File: config.mk
export PLATFORM = sky130hd
export DESIGN_NAME = lnc_rank
export DESIGN_NICKNAME = d
export VERILOG_FILES = /design/src/sv/lnc_pkg.sv /design/src/sv/lnc_rank.sv
export SDC_FILE = /design/constraint.sdc
export NUM_CORES = 1
export LEC_CHECK = 0
export BUFFER_PORTS_ARGS = -buffer_cell sky130_fd_sc_hd__clkbuf_2
export CORE_UTILIZATION = 59
export CTS_BUF_LIST = sky130_fd_sc_hd__clkbuf_4
export DETAILED_ROUTE_END_ITERATION = 8
export PLACE_DENSITY = 0.75
export SLEW_MARGIN = 20
export SYNTH_ARGS = -nofsm -noshare
export SYNTH_HDL_FRONTEND = slang
export SYNTH_SLANG_ARGS = --single-unit
export TNS_END_PERCENT = 50
File: constraint.sdc
create_clock -name clk -period 2.6 [get_ports clk]
set_input_delay 0.26 -clock clk [delete_from_list [all_inputs] [get_ports clk]]
set_output_delay 0.26 -clock clk [all_outputs]
set_load 0.03 [all_outputs]
File: src/sv/lnc_pkg.sv
// Shared types, constants and the name folding function for the LRU name cache.
package lnc_pkg;

  // Widest index and count over the supported range of entry counts (1 to 256)
  localparam int unsigned ENTRY_W_MAX = 8;
  localparam int unsigned CNT_W_MAX   = 9;
  localparam int unsigned RAW_BYTES   = 20;
  localparam int unsigned RAW_W       = 8 * RAW_BYTES;

  localparam logic [2:0]  HIT_COST  = 3'd1;
  localparam logic [2:0]  MISS_COST = 3'd5;
  localparam logic [31:0] COST_MAX  = 32'hFFFF_FFFF;

  localparam logic [7:0] LOWER_A   = 8'h61;
  localparam logic [7:0] LOWER_Z   = 8'h7A;
  localparam logic [7:0] CASE_DIFF = 8'h20;

  typedef enum logic [1:0] {
    ST_IDLE,
    ST_SCAN,
    ST_UPDATE,
    ST_DONE
  } state_t;

  // Recency update request to the rank file
  typedef struct packed {
    logic                   update;
    logic [ENTRY_W_MAX-1:0] entry;
    logic [ENTRY_W_MAX-1:0] old_rank;
    logic [CNT_W_MAX-1:0]   count;
  } rank_ctl_t;

  // Outcome of one lookup walk
  typedef struct packed {
    logic                   done;
    logic                   hit;
    logic [ENTRY_W_MAX-1:0] hit_idx;
    logic [ENTRY_W_MAX-1:0] hit_rank;
    logic [ENTRY_W_MAX-1:0] victim;
  } scan_stat_t;

  // Fold a..z to upper case and zero every byte at or beyond nbytes
  function automatic logic [RAW_W-1:0] fold_name(input logic [RAW_W-1:0] raw,
                                                 input int unsigned nbytes);
    logic [RAW_W-1:0] res;
    logic [7:0]       byte_v;
    res = '0;
    for (int unsigned b = 0; b < RAW_BYTES; b++) begin
      byte_v = raw[8*b +: 8];
      if (b >= nbytes) begin
        byte_v = 8'h00;
      end else if (byte_v >= LOWER_A && byte_v <= LOWER_Z) begin
        byte_v = byte_v - CASE_DIFF;
      end
      res[8*b +: 8] = byte_v;
    end
    return res;
  endfunction

endpackage

File: src/sv/lnc_rank.sv
// Recency rank file: one rank per entry, aged in parallel on each promotion.
module lnc_rank #(
  parameter int unsigned MAX_ENTRIES = 32
) (
  input  logic                 clk,
  input  logic                 rst,
  input  lnc_pkg::rank_ctl_t   ctl,
  input  logic [(MAX_ENTRIES > 1 ? $clog2(MAX_ENTRIES) : 1)-1:0] rd_idx,
  output logic [(MAX_ENTRIES > 1 ? $clog2(MAX_ENTRIES) : 1)-1:0] rd_rank
);

  localparam int unsigned IDX_W = MAX_ENTRIES > 1 ? $clog2(MAX_ENTRIES) : 1;
  localparam int unsigned CNT_W = $clog2(MAX_ENTRIES + 1);

  logic [IDX_W-1:0] rank_q [MAX_ENTRIES];
  logic [IDX_W-1:0] upd_entry;
  logic [IDX_W-1:0] upd_old;
  logic [CNT_W-1:0] upd_count;

  assign upd_entry = ctl.entry[IDX_W-1:0];
  assign upd_old   = ctl.old_rank[IDX_W-1:0];
  assign upd_count = ctl.count[CNT_W-1:0];
  assign rd_rank   = rank_q[rd_idx];

  for (genvar i = 0; i < MAX_ENTRIES; i++) begin : g_rank
    always_ff @(posedge clk) begin
      if (rst) begin
        rank_q[i] <= '0;
      end else if (ctl.update) begin
        if (upd_entry == IDX_W'(i)) begin
          rank_q[i] <= '0;
        end else if (CNT_W'(i) < upd_count && rank_q[i] < upd_old) begin
          // age entries that were more recent than the promoted one
          rank_q[i] <= rank_q[i] + 1'b1;
        end
      end
    end
  end

endmodule

---- After elaboration in Yosys (flattened, before gate mapping) ----
Memories as Yosys holds them, arrays and structs flattened.
Index checks and enable logic that the tools add are counted.
cells by class
  $add $sub $neg .......................... 32
  order comparisons ....................... 64
  equal/unequal tests ..................... 31
  muxes and demuxes ....................... 354
  bitwise logic cells ..................... 64
  reductions and logical operators ........ 33
operator list
  kind                                                                 count
  5-bit two-way mux                                                    64
  1-bit two-way mux                                                    290
  5-bit by 1-bit adder with 5-bit output, second input constant        32
  5-bit < comparator                                                   32
  5-bit by 6-bit < comparator with 1-bit output, first input constant  16
  5-bit == test, second input constant                                 16
  1-bit OR                                                             64
  4-bit by 6-bit < comparator with 1-bit output, first input constant  8
  5-bit by 4-bit == test with 1-bit output, second input constant      8
  1-bit logical AND                                                    32
  3-bit by 6-bit < comparator with 1-bit output, first input constant  4
  5-bit by 3-bit == test with 1-bit output, second input constant      4
  1-bit by 6-bit < comparator with 1-bit output, first input constant  2
  2-bit by 6-bit < comparator with 1-bit output, first input constant  2
  5-bit by 2-bit == test with 1-bit output, second input constant      2
  5-bit by 1-bit == test with 1-bit output, second input constant      1
  5-bit zero test                                                      1
word-level totals
  register bits ........................... 0
  RAM bits ................................ 160
  input bits .............................. 33
  output and inout bits ................... 5
  logic and storage cells ................. 579
  memories ................................ 1
memory list
  name    depth  width  rd ports  clocked after memory_dff  write ports  line            text
  rank_q  32     5      33        0                         32           lnc_rank.sv:15  logic [IDX_W-1:0] rank_q [MAX_ENTRIES];

---- Logic depth before layout (Yosys ltp) ----
  depth after elaboration ................. 8
  gate-level depth with buffers ........... 7
  mapped depth without buffers ............ 7

---- Least setup slack after synthesis ----
No wires, ideal clock.
  path type ............................... input port to flip-flop
  start ................................... input port ctl[10] (netlist name)
  end ..................................... memory rank_q[15][0] (netlist name) (enable)
  library setup time ...................... 388 ps
  arrival ................................. 2,052 ps
  data required time ...................... 2,212 ps
  slack ................................... 161 ps
  stages .................................. 6
  buffers on the path ..................... 0
  cells stage by stage .................... inv_1 -> ha_1 -> a21o_1 -> a211oi_1 -> o21ai_0 -> o311ai_0
RTL lines
  what                line            text
  start: declaration  lnc_rank.sv:7   input lnc_pkg::rank_ctl_t ctl,
  end: declaration    lnc_rank.sv:15

==> summary.md <==
| Metric | Value |
|---|---|
| Clock Tree Buf Depth | `2` |
| Main flop type after synthesis | `edfxtp_1` |
| PwrDens | `498 nW/um2` |
| Drt wl/cell | `20.6 um` |
| Starting Density | `60.5%` |
| RSZ-0062 raised after global routing | `true` |
| Worst Hold Class | `in2reg` |
| Die Y | `146 um` |
| Vias in the first global route | `9485` |
| Clock input transition at the sequential cells of the worst setup and hold paths | `140 ps` |
| Die X | `146 um` |
| EDFF count, synth | `160` |
| Max Slew Vio Count | `0` |
| Achievable Freq | `0.390 GHz` |
| Mean post-synth cell area | `10.2 um2` |
| Reg with most FFs | `rank_q` |
| #FFs+latches synth | `between 150 and 200` |
| Final Setup Violations | `0` |
| Max-Cap Viols | `0` |
| Total number of vias | `9916` |
| Hold endpoint | `rank_q[31][0]` |
| Port Buffer Count | `28` |
| DRC Markers | `0` |
| CTS Root Cell | `clkbuf_4` |
| H-Tree Depth | `4` |
| Layout cells sized above 1 | `around an eighth` |
| Synth top area share | `39.1%` |
| Hpwl dp | `23600 um` |
| Leakage | `5.60 nW` |
| DR iter-0 viols | `1027` |
| Antenna violations before repair | `2` |
| Non-Filler Instances | `1563` |
| Routed Antenna Nets | `0` |
| Async SR Flop Fraction | `0%` |
| Total Wirelength | `32200 um` |
| Critical path class | `reg2out` |
| CP required | `2340 ps` |
| Status | `finished, final reports clean` |
| Synth Net Count | `1399` |
| WP data arrival | `roughly 2300 ps` |
| Max VDD drop | `0.312 mV` |
| Ys Warns | `0` |
| Worst R2R Setup Slack | `between 400 and 500 ps` |
| Worst Slack Setup Final | `34.4 ps` |
| Number of flip-flops in the largest register | `160` |
| Count of placed standard cells including taps | `roughly 1500` |
| Worst slack, placed | `193 ps` |
| CTS Buf Count | `17` |
| Worst Skew | `21.5 ps` |
| Largest net degree at the start of global routing | `35` |
| Final hold vios | `0` |
| Final GP Congestion | `around 0.94` |
| Min-delay src | `ctl[5]` |
| Final nets | `1471` |
| Clk_lat worst skew | `610 ps` |
| Total I/O pin count | `38` |
| Crit Path Max Fanout | `2` |
| Final total power | `between 6 and 7 mW` |
| Worst r2r src | `rank_q[27][4]` |
| Core ar. | `20300 um2` |
| Biggest regs | `rank_q (160)` |
| Total track usage | `31.0%` |
| Area Overhead vs Synth | `9.82%` |
| CP endpoint kind | `output port` |
| Hold Path Depth | `6` |
| Critical path origin | `rank_q[17][0]` |
| Die footprint | `21400 um2` |
| Mapped Cells | `1206` |
| Most frequent cells in the layout | `nor2_1, ha_1, edfxtp_1, nand3_1, xor2_1` |
| Max-slew headroom | `a little under a third` |
| Drt first pass iters | `6` |
| CTS sink cnt | `160` |
| Global-route wire length before repair | `between 50000 and 60000 um` |
| Vias per cell | `6.34` |
| Synth top area cells | `edfxtp_1, ha_1, nor2_1, xor2_1, mux4_2` |
| Area leader, netlist | `edfxtp_1` |
| CTS tree | `built` |
| Reg2reg path depth | `5` |
| FF-to-FF End | `rank_q[27][2]` |
| Minimum clock period | `2570 ps` |
| Fillers | `1627` |
| Setup TNS | `0 ps` |
| Row count | `52` |
| Sequential area share after synthesis | `39.1%` |
| GR Overflow Total | `0` |
| Startpoint Class | `flip-flop` |
| Post-synth cell types | `62` |
| Most common cell after layout, fill and taps aside | `nor2_1` |
| Worst Tran Pin Value | `1040 ps` |
| Mapped Area | `between 10000 and 15000 um2` |
| Final period utilization | `between 90% and 100%` |
==> worst max-delay path: stages (launching register included) <==
cell,delay [ps]
edfxtp_1,450
mux4_2,540
a221oi_4,320
nand3_1,160
clkbuf_4,220
==> how the worst max path moves through the flow <==
| stage | to | slack (ps) | cells past startpoint |
|---|---|---|---|
| after floorplan | rank_q[15][0] | 160 | 6 |
| after global placement | rd_rank[0] | 230 | 6 |
| after detailed placement | rd_rank[0] | 190 | 6 |
| after CTS | rd_rank[0] | 8 | 4 |
| after global routing | rd_rank[0] | -10 | 4 |
| final | rd_rank[0] | 30 | 4 |
==> synthesized netlist by cell type, types with 5 or more instances <==
cell type / count
a211oi_1: 26
a21o_1: 29
a21oi_1: 59
a221oi_1: 7
a22oi_1: 18
buf_2: 18
clkbuf_1: 11
edfxtp_1: 160
ha_1: 160
inv_1: 39
mux2i_1: 30
mux4_2: 20
nand2_1: 52
nand2b_1: 36
nand3_1: 78
nor2_1: 172
nor2b_1: 15
nor3_1: 41
nor3b_1: 5
nor4_1: 11
o2111ai_1: 5
o21ai_0: 33
o21ai_1: 17
xnor2_1: 32
xor2_1: 64
==> kinds of logic after synthesis <==
kind of cell | Yosys count | synth area share [%]
compound gates | 220 | 11.7
xor+xnor | 96 | 6.84
fa+ha+maj | 160 | 16.3
buf+inv | 80 | 2.94
flops | 160 | 39.1
mux | 51 | 6.20
simple gates | 439 | 16.9
==> where the power goes <==
part | switching (mW) | leakage [nW] | total [mW] | internal (mW)
clock | 0.998 | 0.178 | 1.79 | 0.793
sequential | 0.279 | 1.68 | 3.38 | 3.10
combinational | 0.878 | 3.74 | 1.55 | 0.674
total | 2.16 | 5.60 | 6.72 | 4.56
==> routing by layer <==
layer  vias up  global-route usage, %  wire length [um]
li1       4634                      -                 -
met1      4721                   41.6             13700
met2       458                   47.9             14400
met3       103                   6.34              2660
met4         0                   15.1              1400
met5         -                      0                 0
==> cell type report <==
| class | count | area [um2] | area share, % |
|---|---|---|---|
| sequential | 160 | 4800 | 35.6 |
| timing repair buffer | 94 | 703 | 5.21 |
| clock buffer | 18 | 135 | 1.00 |
| multi-input combinational | 966 | 7160 | 53.1 |
| tap | 270 | 338 | 2.50 |
| antenna | 2 | 5.00 | 0.0371 |
| clock inverter | 14 | 204 | 1.51 |
| inverter | 39 | 146 | 1.08 |
==> stage by stage <==
step	instance area, um2	hold WS [ps]	util [%]
6_report	13500	367	66.5
5_1_grt	13500	386	66.5
4_1_cts	13400	340	66.0
3_5_place_dp	13000	619	64.0
3_3_place_gp	13000	620	64.0
2_1_floorplan	12300	591	-
==> timing repair <==
| action | in CTS | in global routing |
|---|---|---|
| setup endpoints to repair | 2 | 3 |
| hold buffers | 0 | 0 |
| pin swaps | 2 | 1 |
| setup buffers | 6 | 10 |
| cloned | 0 | 0 |
| resized for setup | 4 | 3 |
(Power assumes the default switching activity.)
