`config.mk`:
```
export PLATFORM = sky130hd
export DESIGN_NAME = lnc_scan
export DESIGN_NICKNAME = d
export VERILOG_FILES = /design/src/sv/lnc_pkg.sv /design/src/sv/lnc_scan.sv
export SDC_FILE = /design/constraint.sdc
export NUM_CORES = 1
export LEC_CHECK = 0
export ABC_AREA = 1
export BUFFER_PORTS_ARGS = -buffer_cell sky130_fd_sc_hd__buf_4
export CORE_AREA = 2 2 142 144
export CTS_BUF_LIST = sky130_fd_sc_hd__clkbuf_4
export DETAILED_ROUTE_END_ITERATION = 7
export DIE_AREA = 0 0 144 146
export SKIP_CTS_REPAIR_TIMING = 1
export SYNTH_ARGS = -nofsm -noshare
export SYNTH_HDL_FRONTEND = slang
export SYNTH_SLANG_ARGS = --single-unit
```
`constraint.sdc`:
```
create_clock -name clk -period 1.7 [get_ports clk]
set_clock_uncertainty 0.05 [all_clocks]
set_input_delay 0.085 -clock clk [delete_from_list [all_inputs] [get_ports clk]]
set_output_delay 0.085 -clock clk [all_outputs]
set_load 0.01 [all_outputs]
```
`src/sv/lnc_pkg.sv`:
```
// Shared types, constants and the name folding function for the LRU name cache.
package lnc_pkg;

  // Widest index and count over the supported range of entry counts (1 to 256)
  localparam int unsigned ENTRY_W_MAX = 8;
  localparam int unsigned CNT_W_MAX   = 9;
  localparam int unsigned RAW_BYTES   = 20;
  localparam int unsigned RAW_W       = 8 * RAW_BYTES;

  localparam logic [2:0]  HIT_COST  = 3'd1;
  localparam logic [2:0]  MISS_COST = 3'd5;
  localparam logic [31:0] COST_MAX  = 32'hFFFF_FFFF;

  localparam logic [7:0] LOWER_A   = 8'h61;
  localparam logic [7:0] LOWER_Z   = 8'h7A;
  localparam logic [7:0] CASE_DIFF = 8'h20;

  typedef enum logic [1:0] {
    ST_IDLE,
    ST_SCAN,
    ST_UPDATE,
    ST_DONE
  } state_t;

  // Recency update request to the rank file
  typedef struct packed {
    logic                   update;
    logic [ENTRY_W_MAX-1:0] entry;
    logic [ENTRY_W_MAX-1:0] old_rank;
    logic [CNT_W_MAX-1:0]   count;
  } rank_ctl_t;

  // Outcome of one lookup walk
  typedef struct packed {
    logic                   done;
    logic                   hit;
    logic [ENTRY_W_MAX-1:0] hit_idx;
    logic [ENTRY_W_MAX-1:0] hit_rank;
    logic [ENTRY_W_MAX-1:0] victim;
  } scan_stat_t;

  // Fold a..z to upper case and zero every byte at or beyond nbytes
  function automatic logic [RAW_W-1:0] fold_name(input logic [RAW_W-1:0] raw,
                                                 input int unsigned nbytes);
    logic [RAW_W-1:0] res;
    logic [7:0]       byte_v;
    res = '0;
    for (int unsigned b = 0; b < RAW_BYTES; b++) begin
      byte_v = raw[8*b +: 8];
      if (b >= nbytes) begin
        byte_v = 8'h00;
      end else if (byte_v >= LOWER_A && byte_v <= LOWER_Z) begin
        byte_v = byte_v - CASE_DIFF;
      end
      res[8*b +: 8] = byte_v;
    end
    return res;
  endfunction

endpackage

```
`src/sv/lnc_scan.sv`:
```
// Lookup walker: one shared comparator steps through the filled entries.
module lnc_scan #(
  parameter int unsigned MAX_ENTRIES = 32,
  parameter int unsigned KEY_W       = 160
) (
  input  logic                    clk,
  input  logic                    rst,
  input  logic                    start,
  input  logic [$clog2(MAX_ENTRIES + 1)-1:0] count,
  input  logic [KEY_W-1:0]        key,
  input  logic [KEY_W-1:0]        rd_data,
  input  logic [(MAX_ENTRIES > 1 ? $clog2(MAX_ENTRIES) : 1)-1:0] pend_rank,
  output logic [(MAX_ENTRIES > 1 ? $clog2(MAX_ENTRIES) : 1)-1:0] rd_addr,
  output logic [(MAX_ENTRIES > 1 ? $clog2(MAX_ENTRIES) : 1)-1:0] pend_idx,
  output lnc_pkg::scan_stat_t     stat
);

  localparam int unsigned IDX_W = MAX_ENTRIES > 1 ? $clog2(MAX_ENTRIES) : 1;
  localparam int unsigned CNT_W = $clog2(MAX_ENTRIES + 1);
  localparam int unsigned EW    = lnc_pkg::ENTRY_W_MAX;

  logic             busy;
  logic             pend;
  logic [CNT_W-1:0] scan_idx;
  logic             done;
  logic             hit;
  logic [IDX_W-1:0] hit_idx;
  logic [IDX_W-1:0] hit_rank;
  logic [IDX_W-1:0] victim;
  logic             match;
  logic [IDX_W-1:0] last_rank;

  assign rd_addr   = scan_idx[IDX_W-1:0];
  assign match     = pend && (rd_data == key);
  assign last_rank = IDX_W'(count - 1'b1);

  always_ff @(posedge clk) begin
    if (rst) begin
      busy <= 1'b0;
      pend <= 1'b0;
      done <= 1'b0;
      hit  <= 1'b0;
    end else begin
      done <= 1'b0;
      if (start) begin
        busy     <= 1'b1;
        pend     <= 1'b0;
        hit      <= 1'b0;
        scan_idx <= '0;
        victim   <= '0;
      end else if (busy) begin
        // least recent entry is the replacement candidate
        if (pend && pend_rank == last_rank) begin
          victim <= pend_idx;
        end
        if (match) begin
          hit      <= 1'b1;
          hit_idx  <= pend_idx;
          hit_rank <= pend_rank;
          pend     <= 1'b0;
          busy     <= 1'b0;
          done     <= 1'b1;
        end else if (scan_idx < count) begin
          pend     <= 1'b1;
          pend_idx <= scan_idx[IDX_W-1:0];
          scan_idx <= scan_idx + 1'b1;
        end else begin
          pend <= 1'b0;
          if (!pend) begin
            busy <= 1'b0;
            done <= 1'b1;
          end
        end
      end
    end
  end

  always_comb begin
    stat          = '0;
    stat.done     = done;
    stat.hit      = hit;
    stat.hit_idx  = EW'(hit_idx);
    stat.hit_rank = EW'(hit_rank);
    stat.victim   = EW'(victim);
  end

endmodule

```
## Word-level counts from Yosys, hierarchy flattened

Index checks and enable logic that the tools add are counted.

- Eq/ne operators: 3
- Muxes and demuxes: 15
- Magnitude comparators: 1
- Bitwise logic cells: 4
- Reductions and logical operators: 12
- $add $sub $neg: 2

Operators with widths:

| kind | number |
|---|---|
| 160-bit equality test | 1 |
| 6-bit two-way mux | 3 |
| 1-bit two-way mux | 10 |
| 5-bit two-way mux | 2 |
| 4-bit AND reduction | 2 |
| 6-bit by 1-bit adder with 6-bit output, second input constant | 1 |
| 6-bit < comparator | 1 |
| 2-bit nonzero test | 3 |
| 5-bit equality test | 1 |
| 5-bit AND reduction | 1 |
| 5-bit by 1-bit subtractor with 5-bit output, second input constant | 1 |
| 1-bit NOT | 4 |
| 3-bit AND reduction | 1 |
| 3-bit OR reduction | 1 |
| 1-bit logical AND | 2 |
| 2-bit inequality test, second input constant | 1 |
| 2-bit AND reduction | 1 |
| 2-bit OR reduction | 1 |

- Word-level logic and storage cells: 46
- Register bits: 30
- Output and inout bits: 36

## Depth between registers and ports, before layout

- Depth after elaboration: 5
- Depth in mapped cells: 13
- Gate-level depth less buffers: 13

## Worst setup path after synthesis

Ideal clock, no wire load.

- Path type: flip-flop to flip-flop
- Start point: register pend
- End point: register hit_idx[0] (enable)
- Stages on the path, launching flop included: 11
- Arrival time: 1476 ps
- Setup time: 376 ps
- Setup slack: -202 ps
- Buffers on the path: 0
- Cells stage by stage: dfxtp_1 > inv_2 > a21oi_2 > nand2_1 > nor2_1 > nand2_1 > nor2_2 > nand2_1 > nor2_2 > nand3_4 > nor2_1

- Cells in the longest elaborated chain, start to end: 2

Ends and longest elaborated chain:

| what | line | text |
|---|---|---|
| start: declaration | lnc_scan.sv:23 | `logic pend;` |
| start signal: assignment | lnc_scan.sv:40 | `pend <= 1'b0;` |
| start signal: assignment | lnc_scan.sv:47 | `pend <= 1'b0;` |
| start signal: assignment | lnc_scan.sv:60 | `pend <= 1'b0;` |
| 1-bit logical AND | lnc_scan.sv:34 | `assign match = pend && (rd_data == key);` |
| 4-bit AND reduction (no source line) | -- |  |
| end signal: assignment | lnc_scan.sv:58 | `hit_idx <= pend_idx;` |
| end: declaration | lnc_scan.sv:27 | `logic [IDX_W-1:0] hit_idx;` |

Every way passes these cells.
A chain may end at the register's enable or synchronous reset.

## Worst setup path in the final report

- Start point: register scan_idx[1]
- End point: register scan_idx[0] (enable)

- Cells in the longest elaborated chain, start to end: 3

Ends and longest elaborated chain:

| what | line | text |
|---|---|---|
| start: declaration | lnc_scan.sv:24 | `logic [CNT_W-1:0] scan_idx;` |
| start signal: assignment | lnc_scan.sv:66 | `scan_idx <= scan_idx + 1'b1;` |
| 6-bit < comparator | lnc_scan.sv:63 | `end else if (scan_idx < count) begin` |
| 2-bit nonzero test (no source line) | -- |  |
| 4-bit AND reduction (no source line) | -- |  |

Every way passes these cells.

==> impl_metrics.tcl <==
set metrics [dict create \
    clockPowerShare 0.141 \
    io_buffers 360 \
    synth.top_cell.area_share 0.240 \
    ios 370 \
    synth_area_mm2 0.00432 \
    cts_sinks 30 \
    worstReg2RegStart "scan_idx[1]" \
    grt_pass1_wl_mm 23.9 \
    synth-main-ff-cell "edfxtp_1" \
    violations "negative setup slack" \
    placeableCoreArea_mm2 0.0193 \
    crit_fanout 6 \
    grt_start_max_net_pins 12 \
    slew_violations 0 \
    pwr-share-seq 0.316 \
    start_util 0.223 \
    final_hold_viol_count 0 \
    ys_types 33 \
    die_area_mm2 0.0210 \
    critPathCaptureType "flop" \
    critPathArrivalTime_ns 1.83 \
    fmax_mhz 538 \
    p_per_area_mw_per_mm2 344 \
    drv_cap 0 \
    firstDrtPassIters 5 \
    totalWireLength_mm 16.2 \
    reg2reg_to "scan_idx[0]" \
    worstRegToRegCells 7 \
    rrSetupSlack_ns -0.16 \
    grt-ovfl-total 0 \
    synth_top_cell_by_area "nand2_1" \
    netlist_top_cells_count "nand2_1 (276), inv_1 (205), nor2_1 (84), xnor2_1 (53), edfxtp_1 (26)" \
    fp.dieW_um 144 \
    setup_tns_ns -2.30 \
    cts_buffer_depth 2 \
    rows 51 \
    ys_async_sr_fraction 0 \
    viasPerCell 3.84 \
    synth_edf_count 26 \
    p_switching_mw 0.828 \
    cts_made_buffers 5 \
    synth_area_leaders "nand2_1 (24%), edfxtp_1 (18%), inv_1 (18%), xnor2_1 (11%), nor2_1 (7.3%)" \
    setup_violations 22 \
    pwr-share-comb 0.543 \
    holdWs_ns 0.0790 \
    synth-seq-cells 30 \
    period_share 1.09 \
    yosysMostFrequentCell "nand2_1" \
    drc_errors 0 \
    antenna_cells 0 \
    die_height_um 146 \
    rsz0062_at_grt "yes" \
    area_growth_pct 77.1 \
    layout.nets 1498 \
    tritoncts "done" \
    track_usage 0.143 \
    gp_congestion 0.888 \
    leakage_nw 4.41 \
    internal_power_mw 1.81 \
    hpwlAfterDp_mm 14.8 \
    worstSetupPathType "flop to flop" \
    vias 5469 \
    required_ns 1.67 \
    syn_avg_cell_area_um2 5.60 \
    drive_gt1_frac 0.365 \
    layout_min_cycle_time_ns 1.86 \
    grt_pass1_vias 5259 \
    cts.reportedPaths.clkPinSlew_ns 0.09 \
    switching_share 0.314 \
    hp-start "start" \
    ys_seq_area_frac 0.199 \
    ys_warn_count 0 \
    clock_latency_ns 0.32 \
    hold_path_depth 2 \
    final_antenna_net_count 0 \
    vdd.ir_drop.worst_v 0.000185 \
    hold-path-endpoint "victim[3]" \
    drt-initial-drc-count 169 \
    nFillCells 2129 \
    cp-start-kind "flop" \
    wl_per_cell_um 11.4 \
    cts_root_buffer "clkbuf_4" \
    fin_ws_ns -0.160 \
    syn_inst 771 \
    status "finished, violations left" \
    htreeDepth 2 \
    antenna_found_initial 0 \
    hold_path.class "input port to flop" \
]
flip-flops by register name (all words and copies together) (netlist names), 5 cells and up:
signal    count
scan_idx      6
hit_idx       5
hit_rank      5
pend_idx      5
victim        5
cells in the final DEF (no fill, tap or decap), types with 2 or more instances in the layout:
master and count:
o21ai_0 6, conb_1 9, nor2_1 80, nand2_2 2, ha_1 5, dlygate4sd3_1 6
clkinv_1 3, a21oi_2 5, nand3_1 8, buf_4 380, nor2_4 4, inv_2 4
dfxtp_1 3, o22ai_1 2, inv_1 205, nor3_2 2, nor2_2 7, edfxtp_1 26
nand2_1 275, clkbuf_4 5, or2_2 2, a21oi_1 4, nand4_1 18, xnor2_1 53
o21ai_1 11, ha_4 2, xor2_1 17
cell type report:
class                   count  area, um2  area share
clock buffers               5       37.5     0.00491
clock inverters             3       11.3     0.00147
inverters                 209        785       0.103
multi-input cells         523       2680       0.350
flip-flops and latches     30        862       0.113
well taps                 265        332      0.0434
repair buffers            388       2940       0.385
worst max-delay path by stage:
stage                      startpoint           to  slack, ns  cells after the start
after CTS                        pend  hit_rank[2]      -0.27                     11
after floorplan           scan_idx[1]  scan_idx[0]      -0.07                      7
final                     scan_idx[1]  scan_idx[0]      -0.16                      7
after detailed placement         pend   hit_idx[2]      -0.25                     11
after global routing      scan_idx[1]  scan_idx[3]      -0.26                      7
after global placement           pend   hit_idx[1]      -0.25                     11
critical path, stage by stage, from the launching register on:
cell and delay, ns:
edfxtp_1 0.40, ha_1 0.28, o21a_1 0.11, nor2_2 0.10, o221ai_2 0.11, nor2_2 0.17
nand2_4 0.09, a21oi_4 0.25
power groups by stage:
stage                     registers [mW]  clock network (mW)  logic, mW
after global routing               0.836               0.416       1.60
after detailed placement           0.849                   0       1.40
after CTS                          0.832               0.379       1.41
after floorplan                    0.854                   0      0.571
final                              0.833               0.370       1.43
after global placement             0.848                   0       1.39
through the flow:
stage               total power [mW]  area (um2)  std cells  worst slack, ns   util
global placement                2.23        7430       1406           -0.251  0.384
finish                          2.63        7650       1423           -0.160  0.396
CTS                             2.62        7470       1414           -0.266  0.387
global route                    2.86        7650       1423           -0.260  0.396
floorplan                       1.43        4360        779          -0.0729      -
detailed placement              2.25        7430       1406           -0.253  0.384
metal layers:
metal	up-vias	part of all wire	GRT usage
met5	-	0	0
met4	0	0.016	0.0294
met3	18	0.093	0.0270
met2	234	0.51	0.278
met1	2235	0.38	0.158
li1	2982	-	-
kinds of logic (layout without fill, tap and decap cells):
| family | after synthesis | count (layout) | share of synthesized area |
|---|---|---|---|
| adders and majority gates | 7 | 7 | 0.0203 |
| buffers and inverters | 226 | 605 | 0.210 |
| DFF | 30 | 30 | 0.199 |
| and+or+nand+nor | 401 | 401 | 0.376 |
| AOI/OAI and AO/OA | 36 | 36 | 0.0507 |
| xor gates and xnor gates | 70 | 70 | 0.142 |
| other | 1 | 9 | 0.000868 |
Note: power is estimated with default switching activity, not from simulation.
